**src/rtl/core/icu_pkg.sv**
```systemverilog
// Shared types and constants for the id cache with use-bit replacement.
package icu_pkg;

    // Input item and result item as they cross the ports
    typedef struct packed {
        logic [2:0]  mode;
        logic [31:0] entry_id;
    } in_item_t;

    typedef struct packed {
        logic [3:0]  status;
        logic [31:0] evicted_id;
        logic [7:0]  evicted_count;
    } out_item_t;

    // Mode codes
    localparam logic [2:0] MODE_LOOKUP = 3'd0;
    localparam logic [2:0] MODE_ADD    = 3'd1;
    localparam logic [2:0] MODE_PIN    = 3'd2;
    localparam logic [2:0] MODE_UNPIN  = 3'd3;
    localparam logic [2:0] MODE_MOVE   = 3'd4;
    localparam logic [2:0] MODE_CLEAR  = 3'd5;

    // Status codes
    localparam logic [3:0] ST_FOUND_PINNED   = 4'd0;
    localparam logic [3:0] ST_FOUND_CACHED   = 4'd1;
    localparam logic [3:0] ST_NOT_FOUND      = 4'd2;
    localparam logic [3:0] ST_MERGED_PINNED  = 4'd3;
    localparam logic [3:0] ST_MERGED_CACHED  = 4'd4;
    localparam logic [3:0] ST_INSERTED       = 4'd5;
    localparam logic [3:0] ST_INSERTED_EVICT = 4'd6;
    localparam logic [3:0] ST_REFUSED        = 4'd7;
    localparam logic [3:0] ST_UNPINNED       = 4'd8;
    localparam logic [3:0] ST_NOT_PRESENT    = 4'd9;
    localparam logic [3:0] ST_PIN_ADDED      = 4'd10;
    localparam logic [3:0] ST_CLEARED        = 4'd11;

    // Reset value of the cache limit register
    localparam logic [7:0] LIMIT_RESET = 8'd100;

    // Operation class decided by the front end
    typedef enum logic [2:0] {
        OP_LOOKUP,
        OP_ADD,
        OP_PIN,
        OP_UNPIN,
        OP_MOVE,
        OP_CLEAR,
        OP_NONE
    } op_t;

    // Command held in the queue between front and back
    typedef struct packed {
        op_t         op;
        logic [31:0] id;
    } cmd_t;

    // Back-end sequencer states
    typedef enum logic [3:0] {
        S_IDLE,
        S_PSCAN,
        S_PDEC,
        S_CSCAN,
        S_CDEC,
        S_ESCAN,
        S_EDEC,
        S_FREE,
        S_DONE
    } bk_state_t;

endpackage

```
**src/rtl/core/icu_front.sv**
```systemverilog
// Front end: accepts items, decodes the mode and queues commands.
module icu_front
    import icu_pkg::*;
(
    input  logic     clk,
    input  logic     rst_n,
    input  logic     in_valid,
    output logic     in_ready,
    input  in_item_t in_data,
    output logic     q_valid,
    output cmd_t     q_cmd,
    input  logic     q_pop
);

    cmd_t       slot_reg [2];
    logic       wp_reg, wp_next;
    logic       rp_reg, rp_next;
    logic [1:0] fill_reg, fill_next;
    logic       push;
    cmd_t       dec;

    // Mode decode
    always_comb
    begin
        dec.id = in_data.entry_id;
        case (in_data.mode)
            MODE_LOOKUP: dec.op = OP_LOOKUP;
            MODE_ADD:    dec.op = OP_ADD;
            MODE_PIN:    dec.op = OP_PIN;
            MODE_UNPIN:  dec.op = OP_UNPIN;
            MODE_MOVE:   dec.op = OP_MOVE;
            MODE_CLEAR:  dec.op = OP_CLEAR;
            default:     dec.op = OP_NONE;
        endcase
    end

    assign in_ready = (fill_reg != 2'd2);
    assign push     = in_valid && in_ready;
    assign q_valid  = (fill_reg != 2'd0);
    assign q_cmd    = slot_reg[rp_reg];

    // Queue pointers and fill level
    always_comb
    begin
        wp_next   = wp_reg ^ push;
        rp_next   = rp_reg ^ q_pop;
        fill_next = fill_reg + {1'b0, push} - {1'b0, q_pop};
    end

    always_ff @(posedge clk or negedge rst_n)
    begin
        if (!rst_n)
        begin
            wp_reg   <= 1'b0;
            rp_reg   <= 1'b0;
            fill_reg <= 2'd0;
        end
        else
        begin
            wp_reg   <= wp_next;
            rp_reg   <= rp_next;
            fill_reg <= fill_next;
        end
    end

    // Queue storage
    always_ff @(posedge clk)
    begin
        if (push)
            slot_reg[wp_reg] <= dec;
    end

endmodule

```
**config.mk**
```make
export PLATFORM = sky130hd
export DESIGN_NAME = icu_front
export DESIGN_NICKNAME = d
export VERILOG_FILES = /design/src/rtl/core/icu_pkg.sv /design/src/rtl/core/icu_front.sv
export SDC_FILE = /design/constraint.sdc
export NUM_CORES = 1
export LEC_CHECK = 0
export ABC_AREA = 1
export BUFFER_PORTS_ARGS = -buffer_cell sky130_fd_sc_hd__buf_2
export CELL_PAD_IN_SITES_DETAIL_PLACEMENT = 1
export CELL_PAD_IN_SITES_GLOBAL_PLACEMENT = 2
export CORE_MARGIN = 3
export CORE_UTILIZATION = 41
export CTS_CLUSTER_DIAMETER = 40
export DETAILED_ROUTE_END_ITERATION = 10
export GPL_TIMING_DRIVEN = 0
export PLACE_DENSITY = 0.83
export SYNTH_ARGS = -nofsm -noshare
export SYNTH_HDL_FRONTEND = slang
export SYNTH_SLANG_ARGS = --single-unit
```
**constraint.sdc**
```tcl
create_clock -name clk -period 5 [get_ports clk]
set_input_delay 1 -clock clk [delete_from_list [all_inputs] [get_ports clk]]
set_output_delay 1 -clock clk [all_outputs]
set_load 0.05 [all_outputs]
```
# Word level (Yosys, flattened, before mapping)
# Memories as Yosys holds them, arrays and structs flattened.
# Cells that the tools add are included.
# Widths: inputs -> output; s select.
dict set report word_totals {
  mem_bits_rw 70
  wordCells 20
  register_bits 4
  output_inout_bits 37
  mem_count 1
  inputBits 39
}
# memory words width read_ports rd_ports_with_merged_regs write_ports line
set mem_list {}
lappend mem_list {slot_reg 2 35 1 0 1 icu_front.sv:15} ;# cmd_t slot_reg [2];
dict set report classes {
  addsub 2
  n_mux 3
  n_eq_ne 6
  bitwise_logic 2
  n_reduce_logical 3
}
# operator count
set op_table {}
lappend op_table {{$pmux 3 s6} 1}
lappend op_table {{$eq 3x2->1 const B} 2}
lappend op_table {{$eq 3x3->1 const B} 2}
lappend op_table {{$eq 3x1->1 const B} 1}
lappend op_table {{$logic_not 3->1} 1}
lappend op_table {{$add 2x1->2} 1}
lappend op_table {{$mux 1} 2}
lappend op_table {{$ne 2x2->1 const B} 1}
lappend op_table {{$reduce_bool 2->1} 1}
lappend op_table {{$sub 2x1->2} 1}
lappend op_table {{$xor 1x1->1} 2}
lappend op_table {{$logic_and 1x1->1} 1}

# Longest topological paths before layout
# Gate-level depths: netlist of the first run.
dict set report depth {
  depth_word 4
  mapped_depth 13
  ltp_nobuf 13
}

# Worst setup path after synthesis of the first run
# OpenSTA, ideal clock, no wires.
dict set report synth_timing {
  path_type {input-to-reg}
  startpoint {input port in_valid}
  endpoint {memory slot_reg[1][0] (netlist name) (enable)}
  path_slack_ns 1.970
  stages 2
  setup_time_ns 0.427
  arrival_ns 2.602
  cell_sequence {nand2_1 nor2_1}
}
dict set report synth_via {
  elab_chain_cells 3
}
# item line
set synth_lines {}
lappend synth_lines {{start, declared} icu_front.sv:7} ;# input logic in_valid,
lappend synth_lines {{$logic_and 1x1->1} icu_front.sv:38} ;# assign push = in_valid && in_ready;
lappend synth_lines {{$mux 1} icu_front.sv:69} ;# if (push)
lappend synth_lines {{$mux 1 (not written as such)} icu_front.sv:70} ;# slot_reg[wp_reg] <= dec;
lappend synth_lines {{end, declared} icu_front.sv:15}
# No other way between the ends.

==> run_results.csv, run 1 <==
group,metric,value,unit
floorplan,ios,76,
clocking,post_cts_buffers,0,
synth,synth_compound_area_share,0.258,%
clocking,clk_pin_slew_worst_paths,0.07,ns
synth,yosys_warnings,0,
detailed_routing,vias,1471,
power_and_ir_drop,power.density,694,nW/um^2
detailed_routing,initialDrtViolationCount,81,
synth,postSynthCellCount,140,
synth,synth_cell_types,14,
sta,fmax,395,MHz
critical_path,crit_start,"rp_reg",
sta,hold_viol,0,
critical_path,crit_type,"reg2out",
sta,fin_crit_sh,50.7,%
cells_and_area,diodes,0,
clocking,clk-insertion-delay-late,0.34,ns
placed_design,postPlaceCellArea,3440,sq um
cells_and_area,nNetsFinal,268,
clocking,cts_resized,0,
synth,synthTopCellsByArea,"edfxtp_1 72%, mux2_4 15%, dfrtp_1 3.4%",
synth,yosysTopAreaCell,"edfxtp_1",
critical_path,arrival,1.53,ns
placed_design,pre_cts_ws,2.44,ns
grt,antenna_found_initial,0,
synth,syn_nets,181,
power_and_ir_drop,peakVddDrop,0.325,mV
floorplan,start_util,42.5,%
sta,slew_viol_final,0,
sta,rsz0062_at_grt,"no",
grt,grt_pass1_wl,8.14,mm
sta,setup_viol,0,
floorplan,rows,30,
power_and_ir_drop,power_leakage,1.51,nW
detailed_routing,wirelength,5.09,mm
synth,synth_top_area_share,72.4,%
clocking,numClockSinks,74,
grt,grt_max_degree,36,
clocking,cts.path.max_buffers,2,
synth,synthMuxAreaShare,17.3,%
synth,ys.flop_type,"edfxtp_1",
sta,period_minus_slack,2.53,ns
sta,slew_headroom,38.6,%
clocking,cts_hold_buf,0,
critical_path,crit_path_start_kind,"flop",
sta,skew,0.0115,ns
synth,synth-seq-cells,74,
cells_and_area,final_area,3640,sq um
cells_and_area,final_cells,327,
placed_design,numPortBuffers,75,
synth,yosys.area_share.simple,1.72,%
grt,grt-ovfl-total,0,
placed_design,place_inst,312,
cells_and_area,drive_gt1_share,56.7,%
clocking,cts_max_level,3,
cells_and_area,num-fill-cells,673,
grt,grt_util_all_layers,13.3,%
placed_design,gp_congestion,0.643,
run,cap_violations,0,
cells_and_area,syn_to_final_growth,25.5,%
synth,synth_common_cells,"70 x edfxtp_1, 29 x mux2_4, 11 x nand2_1",
synth,yosysSeqAreaShare,75.8,%
cells_and_area,fin_util,53.4,%
synth,syn_avg_cell_area,20.8,sq um
synth,synth-xor-area-share,0.301,%
detailed_routing,dr.pass1.iters,4,
detailed_routing,wl_per_cell,15.6,um
sta,tns,0,ns
floorplan,die_y,90.2,um
clocking,cts_tree,"built",
synth,synth.most_common_cell,"edfxtp_1",
synth,synth-edff-count,70,
detailed_routing,ant_nets,0,
floorplan,die_x,90.2,um
critical_path,timing.rr.start,"fill_reg[1]",
synth,synthesis.area,2910,sq um
detailed_routing,via_per_inst,4.50,
sta,setup_slack,2.47,ns
outcome,status,"finished, final reports clean",
placed_design,place_hpwl,3.45,mm
sta,tightestPinTransition,0.922,ns
grt,grt_pass1_vias,1604,
worst_hold_path,hold_class,"in2async",
detailed_routing,post-route-drc-count,0,
cells_and_area,largest_reg_flops,70,
floorplan,die-area,8130,sq um
critical_path,end_kind,"output pin",
floorplan,core,6830,sq um
clocking,root_buffer,"clkbuf_8",
synth,ys_async_sr_fraction,5.41,%
synth,synth_top_family_by_area,"multiplexers",
clocking,numCtsBuffers,9,
synth,synth-adder-area-share,0.861,%
critical_path,required,4.00,ns
critical_path,cp_max_fo,10,
==> worst max-delay path, stage by stage, from the launching register on <==
cell and delay [ns]:
dfrtp_1 0.38, buf_6 0.16, buf_12 0.15, mux2_4 0.30
buf_2 0.21
==> cell type report <==
cell class	count	area [sq um]	share of cell area, %
flip-flops and latches	74	2200	60.4
multi-input cells	52	604	16.6
repair buffers	76	403	11.1
clock buffers	9	124	3.40
well taps	96	120	3.30
clock inverters	6	82.6	2.27
plain buffers	6	78.8	2.16
inverters	8	30.0	0.824
==> cells in the final DEF, fill, tap and decap left out <==
master     synthesis  layout
a21boi_0           1       1
buf_12             3       3
buf_16             0       1
buf_2              0      75
buf_6              1       1
bufinv_16          0       2
clkbuf_1           2       2
clkbuf_8           0       9
clkinv_1           0       1
clkinv_2           0       2
clkinv_4           0       1
dfrtp_1            4       4
edfxtp_1          70      70
ha_1               2       1
ha_2               0       1
inv_1              8       8
mux2_2             6       6
mux2_4            29      29
nand2_1           11      11
nand3_1            1       1
nor2_4             0       1
xor2_1             1       1
==> routing by layer <==
layer | GRT usage, % | share of wire, % | vias to the layer above
li1 | - | - | 697
met1 | 15.6 | 43 | 717
met2 | 21.8 | 50 | 53
met3 | 5.36 | 6.1 | 4
met4 | 5.36 | 0.90 | 0
met5 | 0 | 0 | -
==> path summary, 6_finish.rpt <==
kind / cells past startpoint / to / slack, ns
setup / recovery: 4 / q_cmd[19] / 2.47
hold / removal: 1 / rp_reg / 0.46
setup reg to reg: 4 / slot_reg[0][12] / 3.07
hold reg to reg: 1 / fill_reg[0] / 0.51
max in group asynchronous: 1 / wp_reg / 4.41
min in group clk: 1 / fill_reg[0] / 0.51
==> power by group <==
group          switching (mW)  internal, mW  total (mW)
registers              0.0362         0.849       0.885
clock network           0.210         0.276       0.485
logic                   0.772         0.388        1.16
==> per-stage QoR <==
stage / hold WS, ns / total power [mW]
floorplan: 0.478 / 1.84
global placement: 0.490 / 2.04
detailed placement: 0.497 / 2.08
CTS: 0.445 / 2.57
global route: 0.433 / 2.65
finish: 0.463 / 2.53
==> kinds of logic after synthesis <==
group,count (synthesis)
AO/OA/AOI/OAI,1
XOR/XNOR,1
adder cells (fa/ha/maj),2
buffers and inverters,14
flip-flops,74
multiplexers,35
AND/OR/NAND/NOR,13
Power figures use the tool's default switching activity.
==> run 2: changes to the inputs <==
--- a/config.mk
+++ b/config.mk
@@ -5,16 +5,16 @@
 export SDC_FILE = /design/constraint.sdc
 export NUM_CORES = 1
 export LEC_CHECK = 0
-export ABC_AREA = 1
+export ABC_AREA = 0
 export BUFFER_PORTS_ARGS = -buffer_cell sky130_fd_sc_hd__buf_2
 export CELL_PAD_IN_SITES_DETAIL_PLACEMENT = 1
 export CELL_PAD_IN_SITES_GLOBAL_PLACEMENT = 2
 export CORE_MARGIN = 3
-export CORE_UTILIZATION = 41
+export CORE_UTILIZATION = 38
 export CTS_CLUSTER_DIAMETER = 40
 export DETAILED_ROUTE_END_ITERATION = 10
 export GPL_TIMING_DRIVEN = 0
-export PLACE_DENSITY = 0.83
+export PLACE_DENSITY = 0.77
 export SYNTH_ARGS = -nofsm -noshare
 export SYNTH_HDL_FRONTEND = slang
 export SYNTH_SLANG_ARGS = --single-unit
==> constraint.sdc (replaced) <==
create_clock -name clk -period 2.34 [get_ports clk]
set_input_delay 0.468 -clock clk [delete_from_list [all_inputs] [get_ports clk]]
set_output_delay 0.468 -clock clk [all_outputs]
set_load 0.05 [all_outputs]
==> run_results.csv, run 2 <==
group,metric,value,unit
critical_path,r2r_slack,0.42,ns
power_and_ir_drop,p_comb_share,45.4,%
critical_path,cp_max_fo,10,
synth,yosysTopAreaCell,"edfxtp_1",
detailed_routing,via_per_inst,4.46,
detailed_routing,dr.pass1.iters,3,
synth,syn_nets,172,
floorplan,rows,31,
power_and_ir_drop,power_frac_seq,36.9,%
floorplan,die-area,8660,sq um
synth,synth_top_area_share,73.0,%
critical_path,ff2ff_path_depth,4,
critical_path,crit_start,"rp_reg",
critical_path,crit_type,"reg2out",
clocking,cts.path.max_buffers,2,
cells_and_area,drive_gt1_share,55.6,%
clocking,cts_tree,"built",
power_and_ir_drop,intPower,3.04,mW
worst_hold_path,hold_class,"in2reg",
cells_and_area,diodes,0,
sta,period_minus_slack,2.01,ns
floorplan,die_y,93.0,um
clocking,numCtsBuffers,9,
clocking,cts_resized,0,
detailed_routing,post-route-drc-count,0,
power_and_ir_drop,power.density,1440,nW/um^2
power_and_ir_drop,power_leakage,1.43,nW
detailed_routing,ant_nets,0,
sta,slew_headroom,31.7,%
synth,postSynthCellCount,131,
clocking,post_cts_buffers,0,
synth,synth-seq-cells,74,
synth,syn_avg_cell_area,22.0,sq um
grt,antenna_found_initial,0,
sta,skew,0.00795,ns
floorplan,core,7290,sq um
power_and_ir_drop,pwr-share-clk,17.7,%
grt,grt_pass1_wl,7.58,mm
power_and_ir_drop,p_sw_share,41.1,%
grt,grt_max_degree,36,
critical_path,timing.rr.start,"fill_reg[1]",
clocking,root_buffer,"clkbuf_8",
power_and_ir_drop,p_total,5.17,mW
floorplan,die_x,93.0,um
critical_path,required,1.87,ns
run,cap_violations,0,
detailed_routing,initialDrtViolationCount,32,
clocking,clk_pin_slew_worst_paths,0.08,ns
cells_and_area,nNetsFinal,259,
clocking,numClockSinks,74,
sta,hold_viol,0,
cells_and_area,largest_reg_flops,70,
placed_design,numPortBuffers,75,
critical_path,r2r-end,"slot_reg[0][18]",
critical_path,critPathCapture,"q_cmd[33]",
outcome,status,"finished, final reports clean",
detailed_routing,vias,1435,
synth,synthesis.area,2880,sq um
detailed_routing,wirelength,4.94,mm
cells_and_area,syn_to_final_growth,24.4,%
critical_path,arrival,1.54,ns
synth,ys.flop_type,"edfxtp_1",
placed_design,place_hpwl,3.39,mm
sta,fin_crit_sh,85.7,%
sta,setup_viol,0,
synth,yosys_warnings,0,
sta,tightestPinTransition,1.02,ns
critical_path,end_kind,"output pin",
sta,hold_slack,0.318,ns
placed_design,gp_congestion,0.616,
synth,synth.most_common_cell,"edfxtp_1",
sta,slew_viol_final,0,
sta,fmax,499,MHz
power_and_ir_drop,peakVddDrop,0.738,mV
synth,synthTopCellsByArea,"edfxtp_1 73%, mux2_4 15%, dfrtp_1 3.5%",
grt,grt-ovfl-total,0,
floorplan,ios,76,
worst_hold_path,holdPathStages,1,
cells_and_area,final_common_cell,"buf_2",
critical_path,crit_path_start_kind,"flop",
power_and_ir_drop,p_switching,2.13,mW
sta,rsz0062_at_grt,"no",
floorplan,start_util,39.5,%
clocking,cts_max_level,3,
synth,synth_cell_types,18,
detailed_routing,wl_per_cell,15.3,um
synth,ys_async_sr_fraction,5.41,%
synth,yosysSeqAreaShare,76.5,%
grt,grt_util_all_layers,12.0,%
grt,grt_pass1_vias,1543,
synth,synth-edff-count,70,
synth,synth_common_cells,"70 x edfxtp_1, 29 x mux2_4, 6 x mux2_1",
cells_and_area,layout_common_cells,"75 x buf_2, 70 x edfxtp_1, 29 x mux2_4",
clocking,clk-insertion-delay-late,0.33,ns
sta,tns,0,ns
[run 2: cell count changes in the layout (fill, tap and decap cells not counted), moves of 3 or more]
cell      change
clkinv_1      +3
buf_6         +3
inv_1         -5
buf_12        -3
mux2_2        -6
nand2_1      -10
mux2_1        +6
[run 2: power groups by stage]
stage | Clock, mW | Sequential [mW] | Combinational [mW]
final | 0.915 | 1.91 | 2.35
after global routing | 0.999 | 1.94 | 2.48
after CTS | 0.946 | 1.91 | 2.39
after detailed placement | 0 | 1.94 | 2.39
after global placement | 0 | 1.92 | 2.38
after floorplan | 0 | 1.90 | 1.96
[run 2: logic make-up after synthesis]
| group | after synthesis | share of synthesized area (%) |
|---|---|---|
| adder cells (fa/ha/maj) | 2 | 0.869 |
| AND/OR/NAND/NOR | 5 | 1.13 |
| multiplexers | 35 | 17.5 |
| flip-flops | 74 | 76.5 |
| XOR/XNOR | 3 | 0.913 |
| AO/OA/AOI/OAI | 3 | 0.913 |
| buffers and inverters | 9 | 2.22 |
[run 2: area by class of cell]
type	instances	area, sq um
sequential	74	2200
tap	99	124
buffer	6	52.6
inverter	3	11.3
timing repair buffer	76	385
clock buffer	9	124
multi-input combinational	48	623
fill	735	3710
clock inverter	7	60.1
[run 2: layer usage]
metal / up-vias / track usage, % / share of wire, %
li1: 674 / - / -
met1: 715 / 13.2 / 39
met2: 41 / 21.0 / 54
met3: 5 / 4.67 / 5.8
met4: 0 / 4.40 / 0.97
met5: - / 0 / 0
[run 2: per-stage QoR]
stage,worst slack [ns],utilization (%),instance area (sq um),std cells
global route,0.254,49.1,3580,322
global placement,0.323,46.5,3390,305
floorplan,0.269,-,2890,131
finish,0.334,49.1,3580,322
detailed placement,0.316,46.5,3390,305
CTS,0.297,49.1,3580,322
[run 2: what timing repair did]
item                       in CTS  in global routing
setup endpoints to repair       0                  0
hold buffers                    1                  0
hold endpoints to repair        4                  0
[run 2: worst min path at each step]
| stage | slack (ns) | start | to |
|---|---|---|---|
| after floorplan | 0.17 | rst_n | fill_reg[0] |
| after global placement | 0.29 | rst_n | fill_reg[0] |
| after detailed placement | 0.28 | rst_n | fill_reg[0] |
| after CTS | 0.30 | in_data[24] | slot_reg[0][24] |
| after global routing | 0.30 | in_data[19] | slot_reg[0][19] |
| final | 0.32 | in_data[24] | slot_reg[1][24] |
[run 2: critical path: stages (launching register included)]
cell and delay (ns):
dfrtp_1 0.34, buf_6 0.15, buf_6 0.19, mux2_4 0.31, buf_2 0.21
==> run 3: changes to the inputs <==
--- a/config.mk
+++ b/config.mk
@@ -6,7 +6,7 @@
 export NUM_CORES = 1
 export LEC_CHECK = 0
 export ABC_AREA = 0
-export BUFFER_PORTS_ARGS = -buffer_cell sky130_fd_sc_hd__buf_2
+export BUFFER_PORTS_ARGS = -buffer_cell sky130_fd_sc_hd__buf_4
 export CELL_PAD_IN_SITES_DETAIL_PLACEMENT = 1
 export CELL_PAD_IN_SITES_GLOBAL_PLACEMENT = 2
 export CORE_MARGIN = 3
@@ -14,7 +14,7 @@
 export CTS_CLUSTER_DIAMETER = 40
 export DETAILED_ROUTE_END_ITERATION = 10
 export GPL_TIMING_DRIVEN = 0
-export PLACE_DENSITY = 0.77
+export PLACE_DENSITY = 0.86
 export SYNTH_ARGS = -nofsm -noshare
 export SYNTH_HDL_FRONTEND = slang
 export SYNTH_SLANG_ARGS = --single-unit
==> run_results.csv, run 3 (same netlist as run 2, synthesis figures left out) <==
group,metric,value,unit
floorplan,die_y,93.0,um
floorplan,core,7290,sq um
floorplan,rows,31,
detailed_routing,post-route-drc-count,0,
cells_and_area,diodes,0,
critical_path,crit_cells,4,
critical_path,crit_path_start_kind,"flop",
sta,slew_viol_final,0,
sta,rsz0062_at_grt,"no",
floorplan,die_x,93.0,um
grt,grt_pass1_wl,7.85,mm
cells_and_area,largest_reg_flops,70,
critical_path,r2r-end,"slot_reg[0][34]",
sta,fmax,501,MHz
worst_hold_path,hold_class,"in2reg",
critical_path,r2r_slack,0.40,ns
sta,fin_crit_sh,85.4,%
detailed_routing,wirelength,5.25,mm
sta,hold_viol,0,
sta,setup_viol,0,
detailed_routing,dr.pass1.iters,4,
detailed_routing,initialDrtViolationCount,40,
sta,skew,0.00802,ns
detailed_routing,ant_nets,0,
critical_path,slowest_stage,"dfrtp_1",
clocking,clk_pin_slew_worst_paths,0.07,ns
cells_and_area,drive_gt1_share,55.2,%
critical_path,crit_type,"reg2out",
power_and_ir_drop,power_leakage,1.50,nW
cells_and_area,layout_common_cells,"75 x buf_4, 70 x edfxtp_1, 29 x mux2_4",
sta,period_minus_slack,2.00,ns
worst_hold_path,holdPathStages,1,
cells_and_area,syn_to_final_growth,30.7,%
clocking,numClockSinks,74,
critical_path,worst-path-buf-inv,3,
grt,grt_max_degree,36,
critical_path,arrival,1.53,ns
critical_path,crit_top_cell,"buf_6",
floorplan,ios,76,
critical_path,path_cells,"buf_6 -> buf_6 -> mux2_4 -> buf_4",
clocking,cts_tree,"built",
placed_design,place_hpwl,3.64,mm
detailed_routing,via_per_inst,4.52,
detailed_routing,drt-met1-wl,2.09,mm
grt,antenna_found_initial,0,
sta,tns,0,ns
critical_path,slowest_delay,0.34,ns
critical_path,ff2ff_path_depth,4,
outcome,status,"finished, final reports clean",
grt,grt-ovfl-total,0,
grt,grt_pass1_vias,1529,
critical_path,required,1.87,ns
cells_and_area,final_common_cell,"buf_4",
worst_hold_path,hold_end,"slot_reg[1][8]",
worst_hold_path,min_from,"in_data[8]",
critical_path,cp_max_fo,10,
grt,grt_util_all_layers,12.5,%
floorplan,start_util,39.5,%
critical_path,end_kind,"output pin",
detailed_routing,wl_per_cell,16.3,um
cells_and_area,fin_util,51.6,%
critical_path,timing.rr.start,"fill_reg[1]",
placed_design,numPortBuffers,75,
detailed_routing,wl_met2,2.80,mm
detailed_routing,routed.top_layer,"met4",
clocking,cts.path.max_buffers,2,
critical_path,crit_family,"buffers and inverters",
placed_design,gp_congestion,0.732,
sta,slew_headroom,31.5,%
power_and_ir_drop,peakVddDrop,0.597,mV
detailed_routing,vias,1456,
floorplan,die-area,8660,sq um
cells_and_area,nNetsFinal,259,
clocking,numCtsBuffers,9,
detailed_routing,dr_wl_met3,276,um
clocking,root_buffer,"clkbuf_8",
power_and_ir_drop,p_total,5.38,mW
sta,tightestPinTransition,1.03,ns
power_and_ir_drop,power.density,1430,nW/um^2
clocking,cts_max_level,3,
run,cap_violations,0,
clocking,clk-insertion-delay-late,0.33,ns
==> run 3: repair_timing <==
| action | in CTS | in global routing |
|---|---|---|
| endpoints found under the hold margin | 4 | 0 |
| resized for setup | 0 | 0 |
| setup buffers | 0 | 0 |
| hold buffers | 1 | 0 |
==> run 3: how the worst max path moves through the flow <==
| stage | from | end | slack, ns |
|---|---|---|---|
| floorplan | fill_reg[1] | slot_reg[0][0] | 0.27 |
| global placement | in_valid | slot_reg[0][8] | 0.36 |
| detailed placement | in_valid | slot_reg[0][11] | 0.35 |
| CTS | rp_reg | q_cmd[17] | 0.30 |
| global route | fill_reg[1] | slot_reg[0][32] | 0.24 |
| finish | rp_reg | q_cmd[9] | 0.34 |
==> run 3: area by class of cell <==
cell class | instances | area, sq um
Buffer | 6 | 52.6
Clock buffer | 12 | 135
Clock inverter | 4 | 42.5
Fill cell | 743 | 3530
Inverter | 3 | 11.3
Multi-Input combinational cell | 48 | 623
Sequential cell | 74 | 2200
Tap cell | 99 | 124
Timing Repair Buffer | 76 | 573
==> run 3: worst register-to-register path: stages, from the launching register on <==
cell and delay, ns:
dfrtp_1 0.43, nand2b_1 0.12, nand2_1 0.14, inv_1 0.09, ha_2 0.79
==> run 3: layer usage <==
metal	track usage [%]	up-vias
met5	0	-
li1	-	675
met3	4.67	7
met2	21.1	46
met1	14.0	728
met4	5.86	0
==> run 3: power breakdown <==
group          internal [mW]  switching, mW
combinational          0.932           1.63
sequential              1.82         0.0876
clock                  0.485          0.418
total                   3.24           2.14
==> run 3: through the flow <==
step	cell area, sq um	cells	hold slack (ns)	setup WS [ns]
global placement	3580	305	0.269	0.362
finish	3760	322	0.317	0.343
global route	3760	322	0.288	0.237
detailed placement	3580	305	0.269	0.351
CTS	3760	322	0.290	0.299
floorplan	2890	131	0.172	0.269
